[src/design/jcpf_pkg.sv]
// shared types and constants for the jaus command packet filter
// no dependencies
`timescale 1ns / 1ps
`default_nettype none

package jcpf_pkg;

   localparam int COUNT_BITS = 9;
   localparam logic [COUNT_BITS-1:0] COUNT_MAX = {COUNT_BITS{1'b1}};
   localparam logic [COUNT_BITS-1:0] FRAME_FIXED = COUNT_BITS'(24);

   // frame offsets
   localparam logic [COUNT_BITS-1:0] POS_MAGIC_END = COUNT_BITS'(8);
   localparam logic [COUNT_BITS-1:0] POS_CMD_LO    = COUNT_BITS'(10);
   localparam logic [COUNT_BITS-1:0] POS_CMD_HI    = COUNT_BITS'(11);
   localparam logic [COUNT_BITS-1:0] POS_DEST_INST = COUNT_BITS'(12);
   localparam logic [COUNT_BITS-1:0] POS_DEST_COMP = COUNT_BITS'(13);
   localparam logic [COUNT_BITS-1:0] POS_DEST_NODE = COUNT_BITS'(14);
   localparam logic [COUNT_BITS-1:0] POS_SRC_INST  = COUNT_BITS'(16);
   localparam logic [COUNT_BITS-1:0] POS_SRC_COMP  = COUNT_BITS'(17);
   localparam logic [COUNT_BITS-1:0] POS_SRC_NODE  = COUNT_BITS'(18);
   localparam logic [COUNT_BITS-1:0] POS_SRC_SUBS  = COUNT_BITS'(19);
   localparam logic [COUNT_BITS-1:0] POS_LENGTH    = COUNT_BITS'(20);
   localparam logic [COUNT_BITS-1:0] POS_PAYLOAD0  = COUNT_BITS'(24);
   localparam logic [COUNT_BITS-1:0] POS_PAYLOAD1  = COUNT_BITS'(25);
   localparam logic [COUNT_BITS-1:0] POS_PAYLOAD2  = COUNT_BITS'(26);

   localparam logic [15:0] CMD_HALT    = 16'h0003;
   localparam logic [15:0] CMD_GO      = 16'h0004;
   localparam logic [15:0] CMD_DEVICES = 16'h0406;

   // "JAUS01.0"
   localparam logic [7:0] MAGIC [8] = '{8'h4A, 8'h41, 8'h55, 8'h53,
                                        8'h30, 8'h31, 8'h2E, 8'h30};

   // configuration register indexes
   localparam int NUM_REGS = 7;
   localparam int CSR_INDEX_BITS = 3;
   localparam logic [CSR_INDEX_BITS-1:0] REG_DEST_INSTANCE    = 3'd0;
   localparam logic [CSR_INDEX_BITS-1:0] REG_DEST_COMPONENT   = 3'd1;
   localparam logic [CSR_INDEX_BITS-1:0] REG_DEST_NODE        = 3'd2;
   localparam logic [CSR_INDEX_BITS-1:0] REG_SOURCE_INSTANCE  = 3'd3;
   localparam logic [CSR_INDEX_BITS-1:0] REG_SOURCE_COMPONENT = 3'd4;
   localparam logic [CSR_INDEX_BITS-1:0] REG_SOURCE_NODE      = 3'd5;
   localparam logic [CSR_INDEX_BITS-1:0] REG_SOURCE_SUBSYSTEM = 3'd6;

   localparam logic [7:0] RESET_IDS [NUM_REGS] = '{8'd1, 8'd33, 8'd1, 8'd1,
                                                  8'd40, 8'd1, 8'd1};

   localparam int QUEUE_DEPTH = 2;
   localparam int QUEUE_PTR_BITS = 1;
   localparam int QUEUE_COUNT_BITS = 2;

   typedef enum logic [1:0] {
      OP_NONE,
      OP_HALT,
      OP_GO,
      OP_WARN
   } flag_op_type;

   // one classified packet, front to back
   typedef struct packed {
      logic        accepted;
      logic [15:0] command_code;
      flag_op_type op;
      logic        warn_value;
   } item_type;

endpackage

`default_nettype wire

[src/design/jcpf_front.sv]
// front end: byte counting, header and id checks, packet classification
// depends on jcpf_pkg
`timescale 1ns / 1ps
`default_nettype none

module jcpf_front (
   input  wire logic                               clock,
   input  wire logic                               reset,
   input  wire logic                               byte_take,
   input  wire logic [7:0]                         data_byte,
   input  wire logic                               end_of_packet,
   input  wire logic                               csr_write,
   input  wire logic [jcpf_pkg::CSR_INDEX_BITS-1:0] csr_index,
   input  wire logic [7:0]                         csr_wdata,
   output logic                                    push,
   output jcpf_pkg::item_type                      push_item
);

   logic [7:0] id_ff [jcpf_pkg::NUM_REGS];

   logic [jcpf_pkg::COUNT_BITS-1:0] pos_ff;
   logic [jcpf_pkg::COUNT_BITS-1:0] pos_in;
   logic                            hdr_ff, hdr_in;
   logic [7:0]                      len_ff, len_in;
   logic [15:0]                     cmd_ff, cmd_in;
   logic [7:0]                      ph_ff [3];
   logic [7:0]                      ph_in [3];
   logic                            want_valid;
   logic [7:0]                      want;
   logic                            ok;
   logic [jcpf_pkg::COUNT_BITS-1:0] len_total;

   // expected byte for the checked offsets
   always_comb begin
      want_valid = 1'b1;
      want       = 8'd0;
      if (pos_ff < jcpf_pkg::POS_MAGIC_END) begin
         want = jcpf_pkg::MAGIC[pos_ff[2:0]];
      end else if (pos_ff == jcpf_pkg::POS_DEST_INST) begin
         want = id_ff[jcpf_pkg::REG_DEST_INSTANCE];
      end else if (pos_ff == jcpf_pkg::POS_DEST_COMP) begin
         want = id_ff[jcpf_pkg::REG_DEST_COMPONENT];
      end else if (pos_ff == jcpf_pkg::POS_DEST_NODE) begin
         want = id_ff[jcpf_pkg::REG_DEST_NODE];
      end else if (pos_ff == jcpf_pkg::POS_SRC_INST) begin
         want = id_ff[jcpf_pkg::REG_SOURCE_INSTANCE];
      end else if (pos_ff == jcpf_pkg::POS_SRC_COMP) begin
         want = id_ff[jcpf_pkg::REG_SOURCE_COMPONENT];
      end else if (pos_ff == jcpf_pkg::POS_SRC_NODE) begin
         want = id_ff[jcpf_pkg::REG_SOURCE_NODE];
      end else if (pos_ff == jcpf_pkg::POS_SRC_SUBS) begin
         want = id_ff[jcpf_pkg::REG_SOURCE_SUBSYSTEM];
      end else begin
         want_valid = 1'b0;
      end
   end

   always_comb begin
      hdr_in = hdr_ff && !(want_valid && (data_byte != want));
      len_in = (pos_ff == jcpf_pkg::POS_LENGTH) ? data_byte : len_ff;
      cmd_in = cmd_ff;
      if (pos_ff == jcpf_pkg::POS_CMD_LO) cmd_in[7:0] = data_byte;
      if (pos_ff == jcpf_pkg::POS_CMD_HI) cmd_in[15:8] = data_byte;
      ph_in[0] = (pos_ff == jcpf_pkg::POS_PAYLOAD0) ? data_byte : ph_ff[0];
      ph_in[1] = (pos_ff == jcpf_pkg::POS_PAYLOAD1) ? data_byte : ph_ff[1];
      ph_in[2] = (pos_ff == jcpf_pkg::POS_PAYLOAD2) ? data_byte : ph_ff[2];
      // count saturates so an over-long packet can never match its length
      pos_in = (pos_ff != jcpf_pkg::COUNT_MAX) ?
               pos_ff + jcpf_pkg::COUNT_BITS'(1) : pos_ff;
   end

   assign len_total = jcpf_pkg::FRAME_FIXED + jcpf_pkg::COUNT_BITS'(len_in);

   always_comb begin
      ok = hdr_in && (pos_in != jcpf_pkg::COUNT_MAX) &&
           (pos_in >= jcpf_pkg::FRAME_FIXED) && (pos_in == len_total);
      push_item.accepted     = ok;
      push_item.command_code = ok ? cmd_in : 16'd0;
      push_item.warn_value   = ph_in[0][0] ? ph_in[2][1] : ph_in[1][1];
      push_item.op           = jcpf_pkg::OP_NONE;
      if (ok) begin
         if (cmd_in == jcpf_pkg::CMD_HALT) begin
            push_item.op = jcpf_pkg::OP_HALT;
         end else if (cmd_in == jcpf_pkg::CMD_GO) begin
            push_item.op = jcpf_pkg::OP_GO;
         end else if (cmd_in == jcpf_pkg::CMD_DEVICES && len_in != 8'd0 && ph_in[0][1]) begin
            push_item.op = jcpf_pkg::OP_WARN;
         end
      end
   end

   assign push = byte_take && end_of_packet;

   always_ff @(posedge clock) begin
      if (reset) begin
         pos_ff   <= '0;
         hdr_ff   <= 1'b1;
         len_ff   <= 8'd0;
         cmd_ff   <= 16'd0;
         ph_ff[0] <= 8'd0;
         ph_ff[1] <= 8'd0;
         ph_ff[2] <= 8'd0;
      end else if (byte_take) begin
         if (end_of_packet) begin
            pos_ff   <= '0;
            hdr_ff   <= 1'b1;
            len_ff   <= 8'd0;
            cmd_ff   <= 16'd0;
            ph_ff[0] <= 8'd0;
            ph_ff[1] <= 8'd0;
            ph_ff[2] <= 8'd0;
         end else begin
            pos_ff   <= pos_in;
            hdr_ff   <= hdr_in;
            len_ff   <= len_in;
            cmd_ff   <= cmd_in;
            ph_ff[0] <= ph_in[0];
            ph_ff[1] <= ph_in[1];
            ph_ff[2] <= ph_in[2];
         end
      end
   end

   always_ff @(posedge clock) begin
      if (reset) begin
         for (int i = 0; i < jcpf_pkg::NUM_REGS; i++) id_ff[i] <= jcpf_pkg::RESET_IDS[i];
      end else if (csr_write) begin
         unique case (csr_index)
            jcpf_pkg::REG_DEST_INSTANCE:    id_ff[jcpf_pkg::REG_DEST_INSTANCE] <= csr_wdata;
            jcpf_pkg::REG_DEST_COMPONENT:   id_ff[jcpf_pkg::REG_DEST_COMPONENT] <= csr_wdata;
            jcpf_pkg::REG_DEST_NODE:        id_ff[jcpf_pkg::REG_DEST_NODE] <= csr_wdata;
            jcpf_pkg::REG_SOURCE_INSTANCE:  id_ff[jcpf_pkg::REG_SOURCE_INSTANCE] <= csr_wdata;
            jcpf_pkg::REG_SOURCE_COMPONENT: id_ff[jcpf_pkg::REG_SOURCE_COMPONENT] <= csr_wdata;
            jcpf_pkg::REG_SOURCE_NODE:      id_ff[jcpf_pkg::REG_SOURCE_NODE] <= csr_wdata;
            jcpf_pkg::REG_SOURCE_SUBSYSTEM: id_ff[jcpf_pkg::REG_SOURCE_SUBSYSTEM] <= csr_wdata;
            default: ;
         endcase
      end
   end

endmodule

`default_nettype wire

[src/design/jcpf_queue.sv]
// short queue of classified packets between front and back ends
// depends on jcpf_pkg
`timescale 1ns / 1ps
`default_nettype none

module jcpf_queue (
   input  wire logic               clock,
   input  wire logic               reset,
   input  wire logic               push,
   input  wire jcpf_pkg::item_type push_item,
   input  wire logic               pop,
   output logic                    full,
   output logic                    not_empty,
   output jcpf_pkg::item_type      head_item
);

   jcpf_pkg::item_type entry_ff [jcpf_pkg::QUEUE_DEPTH];
   logic [jcpf_pkg::QUEUE_PTR_BITS-1:0]   wr_ptr_ff, rd_ptr_ff;
   logic [jcpf_pkg::QUEUE_COUNT_BITS-1:0] count_ff, count_in;

   assign full      = (count_ff == jcpf_pkg::QUEUE_COUNT_BITS'(jcpf_pkg::QUEUE_DEPTH));
   assign not_empty = (count_ff != '0);
   assign head_item = entry_ff[rd_ptr_ff];

   always_comb begin
      count_in = count_ff;
      if (push && !pop) count_in = count_ff + jcpf_pkg::QUEUE_COUNT_BITS'(1);
      if (pop && !push) count_in = count_ff - jcpf_pkg::QUEUE_COUNT_BITS'(1);
   end

   always_ff @(posedge clock) begin
      if (reset) begin
         wr_ptr_ff <= '0;
         rd_ptr_ff <= '0;
         count_ff  <= '0;
      end else begin
         if (push) wr_ptr_ff <= wr_ptr_ff + jcpf_pkg::QUEUE_PTR_BITS'(1);
         if (pop)  rd_ptr_ff <= rd_ptr_ff + jcpf_pkg::QUEUE_PTR_BITS'(1);
         count_ff <= count_in;
      end
   end

   always_ff @(posedge clock) begin
      if (push) entry_ff[wr_ptr_ff] <= push_item;
   end

`ifndef SYNTHESIS
   a_no_overflow: assert property (@(posedge clock) disable iff (reset)
      push |-> (!full || pop))
      else $error("queue written while full");

   a_no_underflow: assert property (@(posedge clock) disable iff (reset)
      pop |-> not_empty)
      else $error("queue read while empty");

   a_count_bound: assert property (@(posedge clock) disable iff (reset)
      count_ff <= jcpf_pkg::QUEUE_COUNT_BITS'(jcpf_pkg::QUEUE_DEPTH))
      else $error("queue count beyond depth");

   a_count_grows: assert property (@(posedge clock) disable iff (reset)
      (push && !pop) |=> (count_ff == $past(count_ff) + jcpf_pkg::QUEUE_COUNT_BITS'(1)))
      else $error("queue count did not follow a write");
`endif

endmodule

`default_nettype wire

[src/design/jcpf_back.sv]
// back end: applies flag updates and holds the result register
// depends on jcpf_pkg
`timescale 1ns / 1ps
`default_nettype none

module jcpf_back (
   input  wire logic               clock,
   input  wire logic               reset,
   input  wire logic               item_ready,
   input  wire jcpf_pkg::item_type head_item,
   output logic                    pop,
   input  wire logic               rsp_stall,
   output logic                    rsp_valid,
   output logic                    rsp_packet_accepted,
   output logic [15:0]             rsp_command_code,
   output logic                    rsp_mobility_enabled,
   output logic                    rsp_warning_active
);

   logic        mob_ff, mob_in;
   logic        warn_ff, warn_in;
   logic        valid_ff;
   logic        acc_ff;
   logic [15:0] cmd_ff;

   assign pop = item_ready && (!valid_ff || !rsp_stall);

   always_comb begin
      mob_in  = mob_ff;
      warn_in = warn_ff;
      unique case (head_item.op)
         jcpf_pkg::OP_HALT: mob_in  = 1'b0;
         jcpf_pkg::OP_GO:   mob_in  = 1'b1;
         jcpf_pkg::OP_WARN: warn_in = head_item.warn_value;
         default: ;
      endcase
   end

   always_ff @(posedge clock) begin
      if (reset) begin
         valid_ff <= 1'b0;
         mob_ff   <= 1'b0;
         warn_ff  <= 1'b0;
      end else begin
         if (pop) begin
            valid_ff <= 1'b1;
            mob_ff   <= mob_in;
            warn_ff  <= warn_in;
         end else if (!rsp_stall) begin
            valid_ff <= 1'b0;
         end
      end
   end

   always_ff @(posedge clock) begin
      if (pop) begin
         acc_ff <= head_item.accepted;
         cmd_ff <= head_item.command_code;
      end
   end

   assign rsp_valid            = valid_ff;
   assign rsp_packet_accepted  = acc_ff;
   assign rsp_command_code     = cmd_ff;
   assign rsp_mobility_enabled = mob_ff;
   assign rsp_warning_active   = warn_ff;

endmodule

`default_nettype wire

[src/design/jaus_command_packet_filter_unit.sv]
// result path: the final byte of a packet is written into the queue, then popped into the back end's
// result register, which an output stall can hold back, and shown on rsp_valid from there
// throughput: one byte per cycle, a packet of any length every byte; the front end
// stalls only when both queue slots hold results the output side has not taken
// reset (synchronous): id registers return to their defaults, flags clear,
// the byte counter and the queue empty; no clearing pass is needed
// depends on jcpf_pkg, jcpf_front, jcpf_queue, jcpf_back
`timescale 1ns / 1ps
`default_nettype none

module jaus_command_packet_filter_unit (
   input  wire logic                                clock,
   input  wire logic                                reset,
   input  wire logic                                req_valid,
   output logic                                     req_stall,
   input  wire logic [7:0]                          req_data_byte,
   input  wire logic                                req_end_of_packet,
   output logic                                     rsp_valid,
   input  wire logic                                rsp_stall,
   output logic                                     rsp_packet_accepted,
   output logic [15:0]                              rsp_command_code,
   output logic                                     rsp_mobility_enabled,
   output logic                                     rsp_warning_active,
   input  wire logic                                csr_valid,
   output logic                                     csr_ready,
   input  wire logic [jcpf_pkg::CSR_INDEX_BITS-1:0] csr_index,
   input  wire logic [7:0]                          csr_wdata
);

   logic               byte_take;
   logic               push, pop, full, not_empty;
   jcpf_pkg::item_type push_item, head_item;

   assign csr_ready = 1'b1;
   assign req_stall = full;
   assign byte_take = req_valid && !req_stall;

   jcpf_front u_front (
      .clock         (clock),
      .reset         (reset),
      .byte_take     (byte_take),
      .data_byte     (req_data_byte),
      .end_of_packet (req_end_of_packet),
      .csr_write     (csr_valid && csr_ready),
      .csr_index     (csr_index),
      .csr_wdata     (csr_wdata),
      .push          (push),
      .push_item     (push_item)
   );

   jcpf_queue u_queue (
      .clock     (clock),
      .reset     (reset),
      .push      (push),
      .push_item (push_item),
      .pop       (pop),
      .full      (full),
      .not_empty (not_empty),
      .head_item (head_item)
   );

   jcpf_back u_back (
      .clock                (clock),
      .reset                (reset),
      .item_ready           (not_empty),
      .head_item            (head_item),
      .pop                  (pop),
      .rsp_stall            (rsp_stall),
      .rsp_valid            (rsp_valid),
      .rsp_packet_accepted  (rsp_packet_accepted),
      .rsp_command_code     (rsp_command_code),
      .rsp_mobility_enabled (rsp_mobility_enabled),
      .rsp_warning_active   (rsp_warning_active)
   );

endmodule

`default_nettype wire
[config.mk]
export PLATFORM = sky130hd
export DESIGN_NAME = jaus_command_packet_filter_unit
export DESIGN_NICKNAME = d
export VERILOG_FILES = /design/src/design/jcpf_pkg.sv /design/src/design/jcpf_front.sv /design/src/design/jcpf_queue.sv /design/src/design/jcpf_back.sv /design/src/design/jaus_command_packet_filter_unit.sv
export SDC_FILE = /design/constraint.sdc
export NUM_CORES = 1
export LEC_CHECK = 0
export ABC_CLOCK_PERIOD_IN_PS = 4200
export BUFFER_PORTS_ARGS = -buffer_cell sky130_fd_sc_hd__buf_2
export CAP_MARGIN = 20
export CORE_ASPECT_RATIO = 0.7
export CORE_MARGIN = 1.5
export CORE_UTILIZATION = 41
export CTS_CLUSTER_SIZE = 8
export DETAILED_ROUTE_END_ITERATION = 12
export MAX_ROUTING_LAYER = met4
export PLACE_DENSITY = 0.66
export SYNTH_ARGS = -nofsm -noshare
export SYNTH_HDL_FRONTEND = slang
export SYNTH_SLANG_ARGS = --single-unit
[constraint.sdc]
create_clock -name clock -period 4.2 [get_ports clock]
set_input_delay 0.84 -clock clock [delete_from_list [all_inputs] [get_ports clock]]
set_output_delay 0.84 -clock clock [all_outputs]
set_load 0.005 [all_outputs]
==> qor.yml <==
status:
  status: "complete, no violations"
die:
  start_util: 0.422
  dieArea_sq_um: 20500
  die_w_microns: 170
  rows: 42
  die_height_microns: 120
  io-pin-count: 47
  core_sq_um: 19100
global_routing:
  overflow: 0
  grt_first_pass_wirelength_mm: 31.3
  grt_pass1_vias: 5454
  grt.total_usage: 0.209
  antenna_found_initial: 0
  grt_max_degree: 35
timing:
  setup_viol_count_final: 0
  worst_slew_pin_slew_ns: 0.990
  drv_slew: 0
  skew_ns: 0.0111
  post-route-period-util: 0.883
  max_slew_margin: 0.338
  fmax_mhz: 270
  finalCriticalPeriod_ns: 3.71
  rsz0062_at_grt: "false"
  fin_tns_setup_ns: 0
  hold_viol: 0
cells_and_area:
  nNetsFinal: 812
  num_antenna_cells: 0
  fin_cells: 1055
  fill_cells: 1736
  ff_latch_area_sq_um: 4350
  multi_input_area_sq_um: 3390
  syn_to_final_growth_pct: 13.5
  layout-drive-gt1-share: 0.178
detailed_routing:
  drtIter0Drc: 751
  drt-vias-per-instance: 5.58
  detail_route.wl_per_cell_microns: 18.8
  dr.pass1.iters: 5
  drt-total-wl_mm: 19.8
  drc_errors: 0
  ant_nets: 0
  vias: 5890
power_and_ir_drop:
  p_leak_nw: 3.26
  power_density_nw_per_um2: 455
  ir_drop_mv: 0.259
setup_path:
  startpoint_type: "flop"
  crit_fanout: 12
  end_kind: "flop"
  r2r-start: "u_front.pos_ff[0]"
  crit_required_ns: 4.44
  r2r-end: "u_queue.entry_ff[1][7]"
  arrival_ns: 3.95
  criticalPathCategory: "flop to flop"
  ff2ff_setup_slack_ns: 0.49
  rr_worst_depth: 10
synthesis:
  synthArstFlopShare: 0
  synth_area_leaders: "edfxtp_1 (44%), dfxtp_1 (10%), mux2i_1 (4.4%)"
  synth_top_area_frac: 0.436
  ys_warn_count: 0
  synthCells: 743
  synthDistinctLibCells: 74
  ys_seq_area_frac: 0.541
  synth.largest_area_cell: "edfxtp_1"
  syn_area_per_cell_sq_um: 10.8
  yosys_register_bits: 159
  syn-num-nets: 777
  synth-main-ff-cell: "edfxtp_1"
  synth_edf_count: 117
  syn_area_sq_um: 8050
min_path:
  hold_start: "u_front.cmd_ff[1]"
  worstHoldPathCells: 2
  hold_class: "flop to flop"
  min_to: "u_front.cmd_ff[1]"
clocking:
  cts_max_level: 4
  numCtsBuffers: 17
  worstSkewPairLatency_ns: 0.44
  cts_tree: "done"
  cts_setup_buffers: 0
  numClockSinks: 159
  ctsLongestPathBuffers: 2
  cts-root-buf: "clkbuf_16"
  clkSlewWorstSetupHoldPaths_ns: 0.06
run:
  max_cap_viol_count: 0
placement:
  place_inst: 1023
  io_buffers: 45
  dpl.hpwl_mm: 13.8
  gp_congestion: 0.916
[sequential cells by signal, indices dropped and copies added (netlist names), named ones only]
| signal | cells |
|---|---|
| u_back.rsp_command_code | 16 |
| u_back.rsp_mobility_enabled | 1 |
| u_back.rsp_packet_accepted | 1 |
| u_back.rsp_valid | 1 |
| u_back.rsp_warning_active | 1 |
| u_front.cmd_ff | 16 |
| u_front.hdr_ff | 1 |
| u_front.id_ff | 56 |
| u_front.len_ff | 8 |
| u_front.ph_ff | 4 |
| u_front.pos_ff | 9 |
| u_queue.count_ff | 2 |
| u_queue.entry_ff | 40 |
| u_queue.rd_ptr_ff | 1 |
| u_queue.wr_ptr_ff | 1 |
[worst max-delay path by stage]
stage / startpoint / cells after the start / end / slack (ns)
after floorplan: u_front.pos_ff[0] / 14 / u_queue.entry_ff[0][10] / 0.93
after global placement: u_front.pos_ff[0] / 10 / u_queue.entry_ff[0][7] / 0.37
after detailed placement: u_front.pos_ff[1] / 11 / u_queue.entry_ff[0][7] / 0.44
after CTS: u_front.pos_ff[1] / 10 / u_queue.entry_ff[1][7] / 0.37
after global routing: u_front.pos_ff[1] / 10 / u_queue.entry_ff[1][7] / 0.08
final: u_front.pos_ff[0] / 10 / u_queue.entry_ff[1][7] / 0.49
[routing by layer]
metal  global-route usage  up-vias  part of all wire
met5                    -        -                 0
met1                0.321     2838              0.52
met2                0.277      193              0.41
met3               0.0409       17             0.058
met4               0.0553        0             0.011
li1                     -     2842                 -
[what timing repair did]
action                                  in CTS  in global routing
endpoints found under the setup margin       0                  2
gates resized for setup                      0                  2
hold buffers                                 0                  0
[cell usage in the layout (no fill, tap or decap), types with 5 or more instances in the layout]
master,synthesis,final
a21oi_1,43,42
a221oi_1,5,5
a22o_1,22,22
and2_1,5,5
and3_1,5,5
buf_2,7,45
buf_4,2,18
clkbuf_16,0,17
clkinv_4,0,5
dfxtp_1,42,42
edfxtp_1,117,117
ha_1,9,8
inv_1,26,26
mux2_2,18,18
mux2i_1,35,35
nand2_1,45,45
nand2b_1,17,17
nand3_1,16,16
nand3b_1,16,16
nor2_1,79,79
nor2b_1,8,8
nor3_1,14,14
nor3_2,9,9
nor4_1,5,5
o211ai_1,6,6
o21ai_0,33,33
o221ai_1,5,5
or2_2,6,6
or3_1,9,9
or4_1,5,5
xnor2_1,14,14
xor2_1,7,7
[stage by stage]
step | hold slack (ns) | power, mW | util | worst slack (ns) | cell area (sq um)
floorplan | 0.425 | 2.39 | - | 0.927 | 8050
global placement | 0.435 | 2.61 | 0.447 | 0.366 | 8530
detailed placement | 0.447 | 2.63 | 0.448 | 0.444 | 8540
CTS | 0.468 | 4.18 | 0.479 | 0.370 | 9130
global route | 0.509 | 4.33 | 0.479 | 0.0839 | 9140
finish | 0.464 | 4.16 | 0.479 | 0.493 | 9140
[Yosys cell counts, types with 9 or more instances]
master    number
edfxtp_1     117
a22o_1        22
clkbuf_1      34
o21ai_0       33
a21oi_1       43
nor3_2         9
ha_1           9
nand3_1       16
nand2_1       45
mux2_2        18
nor2_1        79
dfxtp_1       42
nand3b_1      16
xnor2_1       14
nand2b_1      17
inv_1         26
nor3_1        14
or3_1          9
mux2i_1       35
[report_power, final]
part | switching [mW] | internal (mW) | total, mW
sequential | 0.0842 | 1.88 | 1.97
combinational | 0.372 | 0.256 | 0.628
clock | 0.680 | 0.884 | 1.56
total | 1.14 | 3.02 | 4.16
[cell families (layout without fill, tap and decap cells)]
logic type	Yosys count	after routing	share of synthesized area
other	1	1	0.000466
buffers and inverters	74	122	0.0393
muxes	53	53	0.0687
AOI/OAI and AO/OA	164	164	0.137
xor gates and xnor gates	21	21	0.0228
DFF	159	159	0.541
adders and majority gates	9	9	0.0140
and+or+nand+nor	262	262	0.177
[critical path: stages, from the launching register on]
cell	delay (ns)
dfxtp_1	0.49
inv_1	0.16
ha_1	0.24
or4b_1	0.59
a211o_1	0.28
a221oi_1	0.39
o31ai_1	0.15
nor4b_1	0.45
a21oi_2	0.28
buf_8	0.23
nor3_1	0.26
[layout make-up]
class,count,share of cell area
Clock buffer,17,0.0465
Tap cell,264,0.0361
Timing Repair Buffer,64,0.0411
Sequential cell,159,0.476
Clock inverter,15,0.0179
Multi-Input combinational cell,510,0.371
Inverter,26,0.0107
(Power assumes the default switching activity.)
